$ cat config.mk
export PLATFORM = sky130hd
export DESIGN_NAME = zx_screen_cell_renderer_flat
export DESIGN_NICKNAME = d
export VERILOG_FILES = /design/src/sv/zxr_pkg.sv /design/src/sv/zxr_ifs.sv /design/src/sv/zxr_cfg_regs.sv /design/src/sv/zxr_render.sv /design/src/sv/zx_screen_cell_renderer.sv /design/src/flat_wrapper.sv
export SDC_FILE = /design/constraint.sdc
export NUM_CORES = 1
export LEC_CHECK = 0
export BUFFER_PORTS_ARGS = -buffer_cell sky130_fd_sc_hd__buf_2
export CAP_MARGIN = 10
export CORE_UTILIZATION = 40
export CTS_CLUSTER_SIZE = 20
export DETAILED_ROUTE_END_ITERATION = 10
export GPL_ROUTABILITY_DRIVEN = 0
export HOLD_SLACK_MARGIN = 0.06
export SLEW_MARGIN = 20
export SYNTH_ARGS = -nofsm -noshare
export SYNTH_HDL_FRONTEND = slang
export SYNTH_HIERARCHICAL = 1
export SYNTH_SLANG_ARGS = --single-unit
$ cat constraint.sdc
create_clock -name clk -period 3.3 [get_ports clk]
set_input_delay 0.33 -clock clk [delete_from_list [all_inputs] [get_ports clk]]
set_output_delay 0.33 -clock clk [all_outputs]
set_load 0.02 [all_outputs]
$ cat src/sv/zxr_pkg.sv
// Shared types, constants and configuration register indexes for the cell renderer.
package zxr_pkg;

    // Frame geometry in lines and 8-pixel cells
    localparam int TOTAL_LINES       = 288;
    localparam int TOP_BORDER_LINES  = 48;
    localparam int SCREEN_LINES      = 192;
    localparam int TOTAL_CELLS       = 40;
    localparam int LEFT_BORDER_CELLS = 4;
    localparam int SCREEN_CELLS      = 32;

    // Field widths
    localparam int LINE_W   = 9;
    localparam int COLUMN_W = 6;
    localparam int ADDR_W   = 16;
    localparam int PIXELS_W = 32;
    localparam int NUM_PIX  = 8;
    localparam int COLOUR_W = 3;
    localparam int INDEX_W  = 4;
    localparam int FRAME_W  = 16;
    localparam int REFRESH_W = 7;

    // Screen window bounds at field width
    localparam logic [LINE_W-1:0] LINE_LIMIT   = LINE_W'(TOTAL_LINES);
    localparam logic [LINE_W-1:0] SCREEN_TOP   = LINE_W'(TOP_BORDER_LINES);
    localparam logic [LINE_W-1:0] SCREEN_BOT   = LINE_W'(TOP_BORDER_LINES + SCREEN_LINES);
    localparam logic [COLUMN_W-1:0] COL_LIMIT  = COLUMN_W'(TOTAL_CELLS);
    localparam logic [COLUMN_W-1:0] SCREEN_LEFT = COLUMN_W'(LEFT_BORDER_CELLS);
    localparam logic [COLUMN_W-1:0] SCREEN_RIGHT =
        COLUMN_W'(LEFT_BORDER_CELLS + SCREEN_CELLS);

    // Memory map
    localparam logic [ADDR_W-1:0] BITMAP_BASE = 16'h4000;
    localparam logic [ADDR_W-1:0] ATTR_BASE   = 16'h5800;
    localparam logic [ADDR_W-1:0] SNOW_KEEP   = 16'hFF80;

    // Configuration port
    localparam int CFG_INDEX_W = 2;
    localparam int CFG_DATA_W  = 16;
    localparam logic [CFG_INDEX_W-1:0] CFG_BORDER_COLOUR = 2'd0;
    localparam logic [CFG_INDEX_W-1:0] CFG_SNOW_ENABLE   = 2'd1;
    localparam logic [CFG_INDEX_W-1:0] CFG_FLASH_MASK    = 2'd2;
    localparam logic [FRAME_W-1:0]     FLASH_MASK_RESET  = 16'd16;

    // Input cell request
    typedef struct packed {
        logic [LINE_W-1:0]    line;
        logic [COLUMN_W-1:0]  cell_column;
        logic [7:0]           bitmap_byte;
        logic [7:0]           attr_byte;
        logic [FRAME_W-1:0]   frame_num;
        logic [REFRESH_W-1:0] refresh_value;
    } cell_t;

    // Rendered result request
    typedef struct packed {
        logic              is_border;
        logic [ADDR_W-1:0] bitmap_addr;
        logic [ADDR_W-1:0] attr_addr;
        logic [PIXELS_W-1:0] pixels;
    } result_t;

    // Live configuration
    typedef struct packed {
        logic [COLOUR_W-1:0] border_colour;
        logic                snow_enable;
        logic [FRAME_W-1:0]  flash_mask;
    } cfg_t;

endpackage

$ cat src/sv/zxr_ifs.sv
// Handshake channel interfaces: cell input, rendered result and configuration writes.
interface zxr_cell_if;
    logic                            valid;
    logic                            ready;
    logic [zxr_pkg::LINE_W-1:0]      line;
    logic [zxr_pkg::COLUMN_W-1:0]    cell_column;
    logic [7:0]                      bitmap_byte;
    logic [7:0]                      attr_byte;
    logic [zxr_pkg::FRAME_W-1:0]     frame_num;
    logic [zxr_pkg::REFRESH_W-1:0]   refresh_value;

    modport source (output valid, line, cell_column, bitmap_byte, attr_byte,
                    frame_num, refresh_value, input ready);
    modport sink   (input valid, line, cell_column, bitmap_byte, attr_byte,
                    frame_num, refresh_value, output ready);
endinterface

interface zxr_result_if;
    logic                           valid;
    logic                           ready;
    logic                           is_border;
    logic [zxr_pkg::ADDR_W-1:0]     bitmap_addr;
    logic [zxr_pkg::ADDR_W-1:0]     attr_addr;
    logic [zxr_pkg::PIXELS_W-1:0]   pixels;

    modport source (output valid, is_border, bitmap_addr, attr_addr, pixels,
                    input ready);
    modport sink   (input valid, is_border, bitmap_addr, attr_addr, pixels,
                    output ready);
endinterface

interface zxr_cfg_if;
    logic                              valid;
    logic                              ready;
    logic [zxr_pkg::CFG_INDEX_W-1:0]   index;
    logic [zxr_pkg::CFG_DATA_W-1:0]    data;

    modport source (output valid, index, data, input ready);
    modport sink   (input valid, index, data, output ready);
endinterface

$ cat src/sv/zxr_cfg_regs.sv
// Configuration register file: border colour, snow enable and flash mask.
module zxr_cfg_regs (
    input  logic                          clk,
    input  logic                          rst_n,
    input  logic                          wr_en,
    input  logic [zxr_pkg::CFG_INDEX_W-1:0] wr_index,
    input  logic [zxr_pkg::CFG_DATA_W-1:0]  wr_data,
    output zxr_pkg::cfg_t                 cfg
);

    zxr_pkg::cfg_t cfg_reg;
    zxr_pkg::cfg_t cfg_next;

    // Decode one register write; unknown indexes are dropped
    always_comb
    begin
        cfg_next = cfg_reg;
        if (wr_en)
        begin
            unique case (wr_index)
                zxr_pkg::CFG_BORDER_COLOUR:
                    cfg_next.border_colour = wr_data[zxr_pkg::COLOUR_W-1:0];
                zxr_pkg::CFG_SNOW_ENABLE:
                    cfg_next.snow_enable = wr_data[0];
                zxr_pkg::CFG_FLASH_MASK:
                    cfg_next.flash_mask = wr_data[zxr_pkg::FRAME_W-1:0];
                default:
                    cfg_next = cfg_reg;
            endcase
        end
    end

    always_ff @(posedge clk or negedge rst_n)
    begin
        if (!rst_n)
        begin
            cfg_reg.border_colour <= '0;
            cfg_reg.snow_enable   <= 1'b0;
            cfg_reg.flash_mask    <= zxr_pkg::FLASH_MASK_RESET;
        end
        else
        begin
            cfg_reg <= cfg_next;
        end
    end

    assign cfg = cfg_reg;

endmodule

$ cat src/sv/zxr_render.sv
// Cell render logic: border test, bitmap/attribute addresses and colour indices.
module zxr_render (
    input  zxr_pkg::cell_t   item,
    input  zxr_pkg::cfg_t    cfg,
    output zxr_pkg::result_t res
);

    logic       screen;
    logic [7:0] sy;
    logic [4:0] cx;
    logic [zxr_pkg::LINE_W-1:0]   sy_full;
    logic [zxr_pkg::COLUMN_W-1:0] cx_full;
    logic [zxr_pkg::ADDR_W-1:0]   baddr;
    logic [zxr_pkg::ADDR_W-1:0]   aaddr;
    logic [zxr_pkg::INDEX_W-1:0]  ink;
    logic [zxr_pkg::INDEX_W-1:0]  paper;
    logic [zxr_pkg::INDEX_W-1:0]  ink_sw;
    logic [zxr_pkg::INDEX_W-1:0]  paper_sw;
    logic                         flash_on;
    logic [zxr_pkg::PIXELS_W-1:0] scr_pixels;
    logic [zxr_pkg::PIXELS_W-1:0] brd_pixels;

    // Screen window test
    assign screen = (item.line < zxr_pkg::LINE_LIMIT) &&
                    (item.cell_column < zxr_pkg::COL_LIMIT) &&
                    (item.line >= zxr_pkg::SCREEN_TOP) &&
                    (item.line < zxr_pkg::SCREEN_BOT) &&
                    (item.cell_column >= zxr_pkg::SCREEN_LEFT) &&
                    (item.cell_column < zxr_pkg::SCREEN_RIGHT);

    // Screen-relative coordinates, only meaningful inside the window
    assign sy_full = item.line - zxr_pkg::SCREEN_TOP;
    assign cx_full = item.cell_column - zxr_pkg::SCREEN_LEFT;
    assign sy = sy_full[7:0];
    assign cx = cx_full[4:0];

    // Interleaved bitmap line order and linear attribute rows, optional snow
    always_comb
    begin
        baddr = zxr_pkg::BITMAP_BASE | {3'b000, sy[7:6], sy[2:0], sy[5:3], cx};
        aaddr = zxr_pkg::ATTR_BASE + {6'b000000, sy[7:3], cx};
        if (cfg.snow_enable)
        begin
            baddr = (baddr & zxr_pkg::SNOW_KEEP) | {9'd0, item.refresh_value};
            aaddr = (aaddr & zxr_pkg::SNOW_KEEP) | {9'd0, item.refresh_value};
        end
    end

    // Ink and paper with bright, swapped in the flash phase
    assign ink      = {item.attr_byte[6], item.attr_byte[2:0]};
    assign paper    = {item.attr_byte[6], item.attr_byte[5:3]};
    assign flash_on = item.attr_byte[7] && (|(item.frame_num & cfg.flash_mask));
    assign ink_sw   = flash_on ? paper : ink;
    assign paper_sw = flash_on ? ink : paper;

    // One nibble per pixel, leftmost pixel in the top nibble
    always_comb
    begin
        for (int i = 0; i < zxr_pkg::NUM_PIX; i++)
        begin
            scr_pixels[i*zxr_pkg::INDEX_W +: zxr_pkg::INDEX_W] =
                item.bitmap_byte[i] ? ink_sw : paper_sw;
            brd_pixels[i*zxr_pkg::INDEX_W +: zxr_pkg::INDEX_W] =
                {1'b0, cfg.border_colour};
        end
    end

    // Result select
    always_comb
    begin
        if (screen)
        begin
            res.is_border   = 1'b0;
            res.bitmap_addr = baddr;
            res.attr_addr   = aaddr;
            res.pixels      = scr_pixels;
        end
        else
        begin
            res.is_border   = 1'b1;
            res.bitmap_addr = '0;
            res.attr_addr   = '0;
            res.pixels      = brd_pixels;
        end
    end

endmodule

$ cat src/sv/zx_screen_cell_renderer.sv
// Spectrum-style screen cell renderer: one 8-pixel cell in, addresses and colour indices out.
// Takes one cell request per clock unless a held result stalls the stage, and returns one
// result request per cell, in order. An accepted cell is registered in the input register
// and its result in the result register, which offers it, with the addressing and colour
// logic between the two.
// A result left waiting holds in the result register while the next cell is still taken
// into the input register. Configuration is written through the cfg channel (index 0
// border colour, 1 snow enable, 2 flash mask), always ready; write it only while idle.
// Border cells return zero addresses and the border colour, without bright, in every pixel.
module zx_screen_cell_renderer (
    input  logic         clk,
    input  logic         rst_n,
    zxr_cell_if.sink     cells,
    zxr_result_if.source results,
    zxr_cfg_if.sink      cfg
);

    zxr_pkg::cfg_t    cfg_live;
    zxr_pkg::cell_t   cell_in;
    zxr_pkg::cell_t   cell_reg;
    zxr_pkg::result_t res_comb;
    zxr_pkg::result_t result_reg;
    logic             in_valid_reg;
    logic             in_valid_next;
    logic             out_valid_reg;
    logic             out_valid_next;
    logic             advance;
    logic             in_take;

    // Configuration registers
    assign cfg.ready = 1'b1;

    zxr_cfg_regs u_cfg (
        .clk      (clk),
        .rst_n    (rst_n),
        .wr_en    (cfg.valid),
        .wr_index (cfg.index),
        .wr_data  (cfg.data),
        .cfg      (cfg_live)
    );

    // Flow control: stage moves when the result register is empty or being drained
    assign advance      = !out_valid_reg || results.ready;
    assign cells.ready  = !in_valid_reg || advance;
    assign in_take      = cells.valid && cells.ready;
    assign in_valid_next  = in_take || (in_valid_reg && !advance);
    assign out_valid_next = advance ? in_valid_reg : out_valid_reg;

    assign cell_in.line          = cells.line;
    assign cell_in.cell_column   = cells.cell_column;
    assign cell_in.bitmap_byte   = cells.bitmap_byte;
    assign cell_in.attr_byte     = cells.attr_byte;
    assign cell_in.frame_num     = cells.frame_num;
    assign cell_in.refresh_value = cells.refresh_value;

    // Valid bits
    always_ff @(posedge clk or negedge rst_n)
    begin
        if (!rst_n)
        begin
            in_valid_reg  <= 1'b0;
            out_valid_reg <= 1'b0;
        end
        else
        begin
            in_valid_reg  <= in_valid_next;
            out_valid_reg <= out_valid_next;
        end
    end

    // Payload registers
    always_ff @(posedge clk)
    begin
        if (in_take)
        begin
            cell_reg <= cell_in;
        end
        if (advance && in_valid_reg)
        begin
            result_reg <= res_comb;
        end
    end

    // Render logic between the two registers
    zxr_render u_render (
        .item (cell_reg),
        .cfg  (cfg_live),
        .res  (res_comb)
    );

    assign results.valid       = out_valid_reg;
    assign results.is_border   = result_reg.is_border;
    assign results.bitmap_addr = result_reg.bitmap_addr;
    assign results.attr_addr   = result_reg.attr_addr;
    assign results.pixels      = result_reg.pixels;

endmodule

$ cat src/flat_wrapper.sv
// flat-port wrapper written by rule: the top's interface ports become plain ports
module zx_screen_cell_renderer_flat 
  (clk, rst_n, cells_valid, cells_line, cells_cell_column, cells_bitmap_byte, cells_attr_byte, cells_frame_num, cells_refresh_value, cells_ready, results_valid, results_is_border, results_bitmap_addr, results_attr_addr, results_pixels, results_ready, cfg_valid, cfg_index, cfg_data, cfg_ready);
  zxr_cell_if cells_i ();
  zxr_result_if results_i ();
  zxr_cfg_if cfg_i ();
  input  logic clk;
  input  logic rst_n;
  input wire logic [$bits(cells_i.valid)-1:0] cells_valid;
  input wire logic [$bits(cells_i.line)-1:0] cells_line;
  input wire logic [$bits(cells_i.cell_column)-1:0] cells_cell_column;
  input wire logic [$bits(cells_i.bitmap_byte)-1:0] cells_bitmap_byte;
  input wire logic [$bits(cells_i.attr_byte)-1:0] cells_attr_byte;
  input wire logic [$bits(cells_i.frame_num)-1:0] cells_frame_num;
  input wire logic [$bits(cells_i.refresh_value)-1:0] cells_refresh_value;
  output wire logic [$bits(cells_i.ready)-1:0] cells_ready;
  output wire logic [$bits(results_i.valid)-1:0] results_valid;
  output wire logic [$bits(results_i.is_border)-1:0] results_is_border;
  output wire logic [$bits(results_i.bitmap_addr)-1:0] results_bitmap_addr;
  output wire logic [$bits(results_i.attr_addr)-1:0] results_attr_addr;
  output wire logic [$bits(results_i.pixels)-1:0] results_pixels;
  input wire logic [$bits(results_i.ready)-1:0] results_ready;
  input wire logic [$bits(cfg_i.valid)-1:0] cfg_valid;
  input wire logic [$bits(cfg_i.index)-1:0] cfg_index;
  input wire logic [$bits(cfg_i.data)-1:0] cfg_data;
  output wire logic [$bits(cfg_i.ready)-1:0] cfg_ready;
  assign cells_i.valid = cells_valid;
  assign cells_i.line = cells_line;
  assign cells_i.cell_column = cells_cell_column;
  assign cells_i.bitmap_byte = cells_bitmap_byte;
  assign cells_i.attr_byte = cells_attr_byte;
  assign cells_i.frame_num = cells_frame_num;
  assign cells_i.refresh_value = cells_refresh_value;
  assign cells_ready = cells_i.ready;
  assign results_valid = results_i.valid;
  assign results_is_border = results_i.is_border;
  assign results_bitmap_addr = results_i.bitmap_addr;
  assign results_attr_addr = results_i.attr_addr;
  assign results_pixels = results_i.pixels;
  assign results_i.ready = results_ready;
  assign cfg_i.valid = cfg_valid;
  assign cfg_i.index = cfg_index;
  assign cfg_i.data = cfg_data;
  assign cfg_ready = cfg_i.ready;
  zx_screen_cell_renderer u_core (.clk(clk), .rst_n(rst_n), .cells(cells_i), .results(results_i), .cfg(cfg_i));
endmodule
==> Implementation_results.wiki, run 1 <==
{| class="wikitable"
! Metric !! Value
|-
| Average cell area after synthesis || 15.0 um2
|-
| Synth Warn # || 6
|-
| Cell area after technology mapping || 5770 um2
|-
| Post-CTS clock slew at the launch and capture registers of the worst setup and hold paths || 50 ps
|-
| Power density relative to cell area || 648 nW/um2
|-
| Final setup violating endpoints || 0
|-
| Initial Utilization || 41.3%
|-
| Max-slew violation count || 0
|-
| Hold WC Path Type || primary input to register
|-
| Worst hold path depth || 1
|-
| Clock tree sinks || 141
|-
| Most used flip-flop cell after synthesis || edfxtp_1
|-
| Critical path peak fanout || 17
|-
| Overflow after GRT || 0
|-
| Data required time at the worst endpoint || 3420 ps
|-
| Leading area contributor after synthesis || edfxtp_1
|-
| Max reg flops || 54
|-
| Portion of synthesized cell area occupied by the leading cell type || 61.9%
|-
| Startpoint of the worst register-to-register path || u_core/cell_reg[42]
|-
| All-Layer GR Usage || 16.6%
|-
| Worst Tran Pin Value || 856 ps
|-
| Final hold slack || 90.8 ps
|-
| Antenna violations before repair || 0
|-
| Worst skew pair latency || 410 ps
|-
| Final core utilization || 50.4%
|-
| Final antenna diode count || 0
|-
| Growth of design area from synthesis to finish || 22.0%
|-
| First-pass GRT wire length || 17.9 mm
|-
| Clock root buffer || clkbuf_16
|-
| H-tree Lvls || 4
|-
| DRC violation count after routing || 0
|-
| Maximum count of clock buffers along a single path || 2
|-
| Number of CTS-inserted buffers || 17
|-
| Start point of the worst hold path || cells_frame_num[11]
|-
| P_leak || 2.82 nW
|-
| Fin Clk Skew || 6.89 ps
|-
| Max Fclk || 395 MHz
|-
| Aggregate routed wire length || 11.7 mm
|-
| CP Cell Sequence || inv_1, ha_1, or3b_1, a31oi_1, o211ai_2, buf_4, or2_0, a21oi_1, nor3_1
|-
| Headroom to the max-slew limit || 42.9%
|-
| CTS tree || yes
|-
| Leading post-synthesis cells by cell area || edfxtp_1 (62%), dfrtp_1 (9.1%), nor3_1 (4.9%)
|-
| Reg-to-Reg End || u_core/results.pixels[20]
|-
| Critical Path Slowest Stage Cell || or2_0
|-
| Via density per instance || 5.03
|-
| Largest net degree at the start of global routing || 66
|-
| Sequential area share after synthesis || 71.4%
|-
| Post-layout min period || 2530 ps
|-
| Crit path DAT || 2650 ps
|-
| Setup crit start kind || register
|-
| Count of unique library cells instantiated by Yosys || 42
|-
| Count of input and output buffers || 143
|-
| Width of the chip || 122 um
|-
| Accumulated negative setup slack || 0 ps
|-
| Cell row count || 43
|-
| Count of nets after finishing || 594
|-
| Core footprint || 14000 um2
|-
| Post-synthesis async set-or-reset flop share || 15.6%
|-
| Setup repair after global routing missed its margin || no
|-
| Number of cells produced by synthesis || 385
|-
| First drt pass iteration count || 5
|-
| Slowest Stage Delay on Critical Path || 420 ps
|-
| Setup Crit Path Kind || register to register
|-
| Vias in the first global route || 3489
|-
| Hold Violations, Final || 0
|-
| FF+latch count, synth || 141
|-
| I/O pin total || 145
|-
| Area of the die || 14900 um2
|-
| Drt initial violations || 247
|-
| Vertical die dimension || 122 um
|-
| Post-synth EDFFs || 119
|-
| Post-detail-place hpwl || 7.86 mm
|-
| Endpoint of the worst hold path || u_core/cell_reg[18]
|-
| Maximum ir drop on the vdd rail || 0.339 mV
|-
| Max-cap violation count || 0
|-
| Run status || finished clean
|-
| Crit end category || register
|-
| Layout cell share with drive strength beyond 1 || 39.8%
|-
| Wirelength per Cell || 16.5 um
|-
| Internal reg-to-reg setup slack || 770 ps
|-
| Antenna Violating Nets Remaining || 0
|-
| Total via count in the routed design || 3559
|-
| Worst reg-to-reg path cell count || 9
|-
| Part of the cycle the worst path needs || 76.7%
|}
==> layout make-up <==
| class | count | area, um2 |
|---|---|---|
| fill | 1237 | 6940 |
| sequential | 141 | 4130 |
| multi-input combinational | 202 | 1370 |
| timing repair buffer | 147 | 748 |
| clock buffer | 25 | 495 |
| tap | 180 | 225 |
| clock inverter | 7 | 62.6 |
| inverter | 5 | 18.8 |
==> layer usage <==
layer	track usage [%]	routed length [um]	share of wire, %	up-vias
li1	-	-	-	1680
met1	19.5	4740	41	1666
met2	26.8	5790	50	184
met3	4.82	855	7.3	29
met4	10.1	294	2.5	0
met5	0	0	0	-
==> how the worst max path moves through the flow <==
stage | start | end | slack (ps) | cells after the start
2_1_floorplan | u_core/results.valid | u_core/results.attr_addr[0] | 730 | 2
3_3_place_gp | u_core/cell_reg[49] | u_core/results.pixels[4] | 860 | 7
6_report | u_core/cell_reg[42] | u_core/results.pixels[20] | 770 | 9
5_1_grt | u_core/cell_reg[42] | u_core/results.pixels[24] | 600 | 9
4_1_cts | u_core/cell_reg[42] | u_core/results.pixels[24] | 790 | 9
3_5_place_dp | u_core/cell_reg[42] | u_core/results.pixels[24] | 820 | 9
==> report_power, final <==
part           switching [W]  internal, W
registers          0.0000804      0.00215
logic               0.000343     0.000219
clock network       0.000663      0.00111
==> synth_stat cells, types with 2 or more instances <==
cell      count
inv_2         2
nor3_1       56
inv_1         3
buf_4        27
mux2_2       10
mux2i_1       3
a21o_1        2
nand2b_1      3
nand2_1       5
o21ai_0       8
buf_2         5
nand3b_4      2
nor2_1       15
mux2_4       10
edfxtp_1    119
or3_1         8
dfrtp_1      21
a21oi_1      29
conb_1        2
a22oi_1       8
buf_6         2
a21boi_2      8
and2_1        6
ha_1          3
clkbuf_1      7
or2_0         3
or2_1         3
==> cells in the final DEF (no fill, tap or decap), types with 10 or more instances in the layout <==
master / n
mux2_4: 10
nor2_1: 15
clkbuf_16: 17
dfrtp_1: 21
buf_2: 143
edfxtp_1: 119
nor3_1: 56
mux2_2: 10
a21oi_1: 29
==> logic make-up after synthesis <==
| kind of cell | after synthesis | synth area share, % |
|---|---|---|
| DFF | 141 | 71.4 |
| and+or+nand+nor | 109 | 10.6 |
| AOI/OAI and AO/OA | 59 | 6.70 |
| buffers and inverters | 46 | 5.11 |
| muxes | 23 | 5.07 |
| adders and majority gates | 3 | 0.650 |
| other | 2 | 0.130 |
| xor gates and xnor gates | 2 | 0.303 |
==> metrics by stage <==
step | total power, W | setup WS [ps] | instance area, um2 | cells
after floorplan | 0.00264 | 731 | 5790 | 389
after global placement | 0.00281 | 862 | 6480 | 674
after detailed placement | 0.00283 | 816 | 6480 | 674
after CTS | 0.00461 | 793 | 7050 | 707
after global routing | 0.00475 | 603 | 7050 | 707
final | 0.00457 | 768 | 7050 | 707
==> worst max-delay path: cells and delay by family (launching register included) <==
kind	cells	cell delay (ps)
AO/OA/AOI/OAI	3	560
flip-flops	1	360
adder cells (fa/ha/maj)	1	160
buffers and inverters	2	300
AND/OR/NAND/NOR	3	860
==> repair_timing <==
| action | CTS | global route |
|---|---|---|
| gates resized for setup | 0 | 0 |
| setup buffers | 0 | 0 |
| hold endpoints to repair | 21 | 0 |
| hold buffers | 1 | 0 |
No activity file was read; power rests on OpenSTA's default activity.
==> run 2, diff against run 1 <==
--- a/config.mk
+++ b/config.mk
@@ -5,6 +5,7 @@
 export SDC_FILE = /design/constraint.sdc
 export NUM_CORES = 1
 export LEC_CHECK = 0
+export ABC_AREA = 1
 export BUFFER_PORTS_ARGS = -buffer_cell sky130_fd_sc_hd__buf_2
 export CAP_MARGIN = 10
 export CORE_UTILIZATION = 40
@@ -12,6 +13,7 @@
 export DETAILED_ROUTE_END_ITERATION = 10
 export GPL_ROUTABILITY_DRIVEN = 0
 export HOLD_SLACK_MARGIN = 0.06
+export PLACE_DENSITY = 0.65
 export SLEW_MARGIN = 20
 export SYNTH_ARGS = -nofsm -noshare
 export SYNTH_HDL_FRONTEND = slang
==> constraint.sdc (replaced) <==
create_clock -name clk -period 2.1 [get_ports clk]
set_input_delay 0.21 -clock clk [delete_from_list [all_inputs] [get_ports clk]]
set_output_delay 0.21 -clock clk [all_outputs]
set_load 0.02 [all_outputs]
==> Implementation_results.wiki, run 2 <==
{| class="wikitable"
! Metric !! Value
|-
| Dominant cell by count in the synthesized netlist || nand2_1
|-
| DRC violation count after routing || 0
|-
| Sw Ratio || 24.7%
|-
| Start point of the worst hold path || cfg_data[1]
|-
| All-Layer GR Usage || 18.2%
|-
| Startpoint of the worst register-to-register path || u_core/cell_reg[41]
|-
| Most Used Layer, Global Route || met2
|-
| Maximum ir drop on the vdd rail || 0.624 mV
|-
| Worst skew pair latency || 410 ps
|-
| Clock network fraction of total power || 37.6%
|-
| Worst Tran Pin Value || 653 ps
|-
| I/O pin total || 145
|-
| Headroom to the max-slew limit || 56.4%
|-
| Most common library cell in the layout ignoring fill and taps || buf_2
|-
| First drt pass iteration count || 7
|-
| Count of nets after finishing || 769
|-
| Sequential cell area || 4130 um2
|-
| Cell area after technology mapping || 5800 um2
|-
| First-pass GRT wire length || 20.3 mm
|-
| Max Fclk || 497 MHz
|-
| Count of input and output buffers || 143
|-
| Setup Crit Path Kind || register to register
|-
| Sequential area share after synthesis || 71.1%
|-
| Internal Dissipation || 0.00547 W
|-
| Drt initial violations || 255
|-
| Aggregate routed wire length || 13.0 mm
|-
| Cell row count || 43
|-
| Post-synthesis async set-or-reset flop share || 15.6%
|-
| Final setup violating endpoints || 0
|-
| Largest net degree at the start of global routing || 55
|-
| Area of the die || 15000 um2
|-
| Number of CTS-inserted buffers || 17
|-
| Clock tree sinks || 141
|-
| Post-Place Cell Area || 6620 um2
|-
| Hold Violations, Final || 0
|-
| Vias in the first global route || 4186
|-
| Via density per instance || 4.86
|-
| Portion of synthesized cell area occupied by the leading cell type || 61.6%
|-
| Final core utilization || 55.9%
|-
| Met3 global-route usage || 5.76%
|-
| Run status || finished clean
|-
| Growth of design area from synthesis to finish || 34.8%
|-
| Endpoint of the worst hold path || u_core/u_cfg/cfg[18]
|-
| Post-detail-place hpwl || 8.66 mm
|-
| Number of filler cells placed in the layout || 1190
|-
| Max-slew violation count || 0
|-
| Multi-input gate area || 1310 um2
|-
| Worst hold path depth || 3
|-
| Total via count in the routed design || 4272
|-
| Met2 capacity usage during global routing || 31.3%
|-
| Worst reg-to-reg path cell count || 11
|-
| Vertical die dimension || 122 um
|-
| Clock root buffer || clkbuf_16
|-
| Wirelength per Cell || 14.8 um
|-
| Switch Pwr || 0.00179 W
|-
| Crit path DAT || 2160 ps
|-
| Leading post-synthesis cells by cell area || edfxtp_1 (62%), dfrtp_1 (9.1%), nand2_1 (7.9%)
|-
| Number of cells produced by synthesis || 484
|-
| Internal reg-to-reg setup slack || 90 ps
|-
| Logic gate share of total power || 14.5%
|-
| Post-layout min period || 2010 ps
|-
| Relative contribution of sequential cells to total power || 47.9%
|-
| Antenna Violating Nets Remaining || 0
|-
| Most frequent cells in the layout || buf_2 (143), nand2_1 (122), edfxtp_1 (119), nand3_1 (83), dlygate4sd3_1 (66)
|-
| P_leak || 3.50 nW
|-
| Synth Warn # || 6
|-
| Width of the chip || 122 um
|-
| Crit end category || register
|-
| Met1 Track Usage GR || 20.7%
|-
| Antenna violations before repair || 0
|-
| CTS tree || yes
|-
| Most instantiated cells after synthesis || nand2_1 (122), edfxtp_1 (119), nand3_1 (83), buf_4 (31), inv_1 (30)
|-
| Power density relative to cell area || 929 nW/um2
|-
| Setup crit start kind || register
|-
| Reg-to-Reg End || u_core/results.bitmap_addr[0]
|-
| Max reg flops || 54
|-
| Critical path peak fanout || 10
|-
| Part of the cycle the worst path needs || 95.8%
|-
| Number of buffers added for setup after CTS || 0
|-
| Maximum count of clock buffers along a single path || 2
|-
| Average cell area after synthesis || 12.0 um2
|-
| Final antenna diode count || 0
|-
| FF+latch count, synth || 141
|-
| Core footprint || 14000 um2
|-
| Setup repair after global routing missed its margin || yes
|-
| Initial Utilization || 41.5%
|-
| Leading area contributor after synthesis || edfxtp_1
|-
| Most used flip-flop cell after synthesis || edfxtp_1
|-
| Post-CTS clock slew at the launch and capture registers of the worst setup and hold paths || 50 ps
|-
| Overflow after GRT || 0
|-
| H-tree Lvls || 4
|-
| Post-synth EDFFs || 119
|-
| Fin Clk Skew || 9.67 ps
|-
| Data required time at the worst endpoint || 2250 ps
|-
| Hold WC Path Type || primary input to register
|-
| Post-route cell area || 7820 um2
|-
| Max-cap violation count || 0
|-
| Count of unique library cells instantiated by Yosys || 28
|-
| Layout cell share with drive strength beyond 1 || 27.5%
|}
[run 2: cell count changes in the layout (fill, tap and decap cells not counted), sizes merged, moves of 6 or more]
cell         delta
nand2         +120
nand3          +85
dlygate4sd3    +65
nor3           -55
inv            +27
a21oi          -21
mux2           -20
nand4          +18
a21boi          -8
a22oi           -8
or3             -8
and2            -7
buf             +7
nor2            +6
[run 2: kinds of logic (layout without fill, tap and decap cells)]
| family | Yosys count | in the layout | share of synthesized area [%] |
|---|---|---|---|
| other | 2 | 6 | 0.129 |
| AOI/OAI and AO/OA | 16 | 16 | 1.53 |
| DFF | 141 | 141 | 71.1 |
| and+or+nand+nor | 251 | 251 | 19.5 |
| xor gates and xnor gates | 1 | 1 | 0.151 |
| adders and majority gates | 3 | 3 | 0.647 |
| buffers and inverters | 70 | 281 | 6.97 |
[run 2: worst max-delay path by stage]
| stage | from | end | slack, ps | depth (start not counted) |
|---|---|---|---|---|
| 3_5_place_dp | u_core/cell_reg[41] | u_core/results.pixels[11] | 110 | 9 |
| 6_report | u_core/cell_reg[41] | u_core/results.bitmap_addr[0] | 90 | 11 |
| 3_3_place_gp | u_core/cell_reg[41] | u_core/results.attr_addr[9] | 220 | 11 |
| 5_1_grt | u_core/cell_reg[41] | u_core/results.attr_addr[9] | -70 | 10 |
| 4_1_cts | u_core/cell_reg[41] | u_core/results.pixels[3] | 100 | 9 |
| 2_1_floorplan | u_core/results.valid | u_core/results.attr_addr[0] | 40 | 1 |
[run 2: timing repair]
action / in CTS / in global routing
hold buffers: 66 / 0
hold endpoints to repair: 86 / 0
resized for setup: 0 / 2
endpoints found under the setup margin: 0 / 45
[run 2: layout make-up]
cell class / count / area share, %
Sequential cell: 141 / 52.8
Clock inverter: 9 / 1.26
Clock buffer: 20 / 5.58
Multi-Input combinational cell: 277 / 16.7
Inverter: 33 / 1.63
Tap cell: 180 / 2.88
Timing Repair Buffer: 219 / 19.2
[run 2: power groups by stage]
stage | logic [W] | clock network [W] | registers, W
after CTS | 0.00105 | 0.00279 | 0.00348
after floorplan | 0.000471 | 0 | 0.00367
after global routing | 0.00115 | 0.00291 | 0.00350
after detailed placement | 0.000947 | 0 | 0.00354
after global placement | 0.000927 | 0 | 0.00352
final | 0.00105 | 0.00273 | 0.00348
[run 2: worst max-delay path, cell delays in order, from the launching register on]
cell and delay (ps):
edfxtp_1 410, inv_1 90, ha_1 150, inv_1 50
or2_1 250, nor2_1 100, o31ai_1 80, nand3_1 110
nor2_4 50, inv_2 190, buf_4 210, a21oi_1 70
[run 2: routing by layer]
layer	vias up	part of all wire, %
met5	-	0
met4	0	2.3
met3	27	7.3
met2	185	51
met1	1995	39
li1	2065	-
[run 2: metrics by stage]
step	std cells	power [W]	worst slack, ps	TNS, ps	hold slack, ps
CTS	879	0.00732	96.2	0	61.6
global placement	784	0.00445	219	0	220
finish	879	0.00726	88.0	0	86.2
floorplan	488	0.00414	40.0	0	-85.6
detailed placement	784	0.00448	113	0	218
global route	879	0.00757	-73.2	-1170	71.9
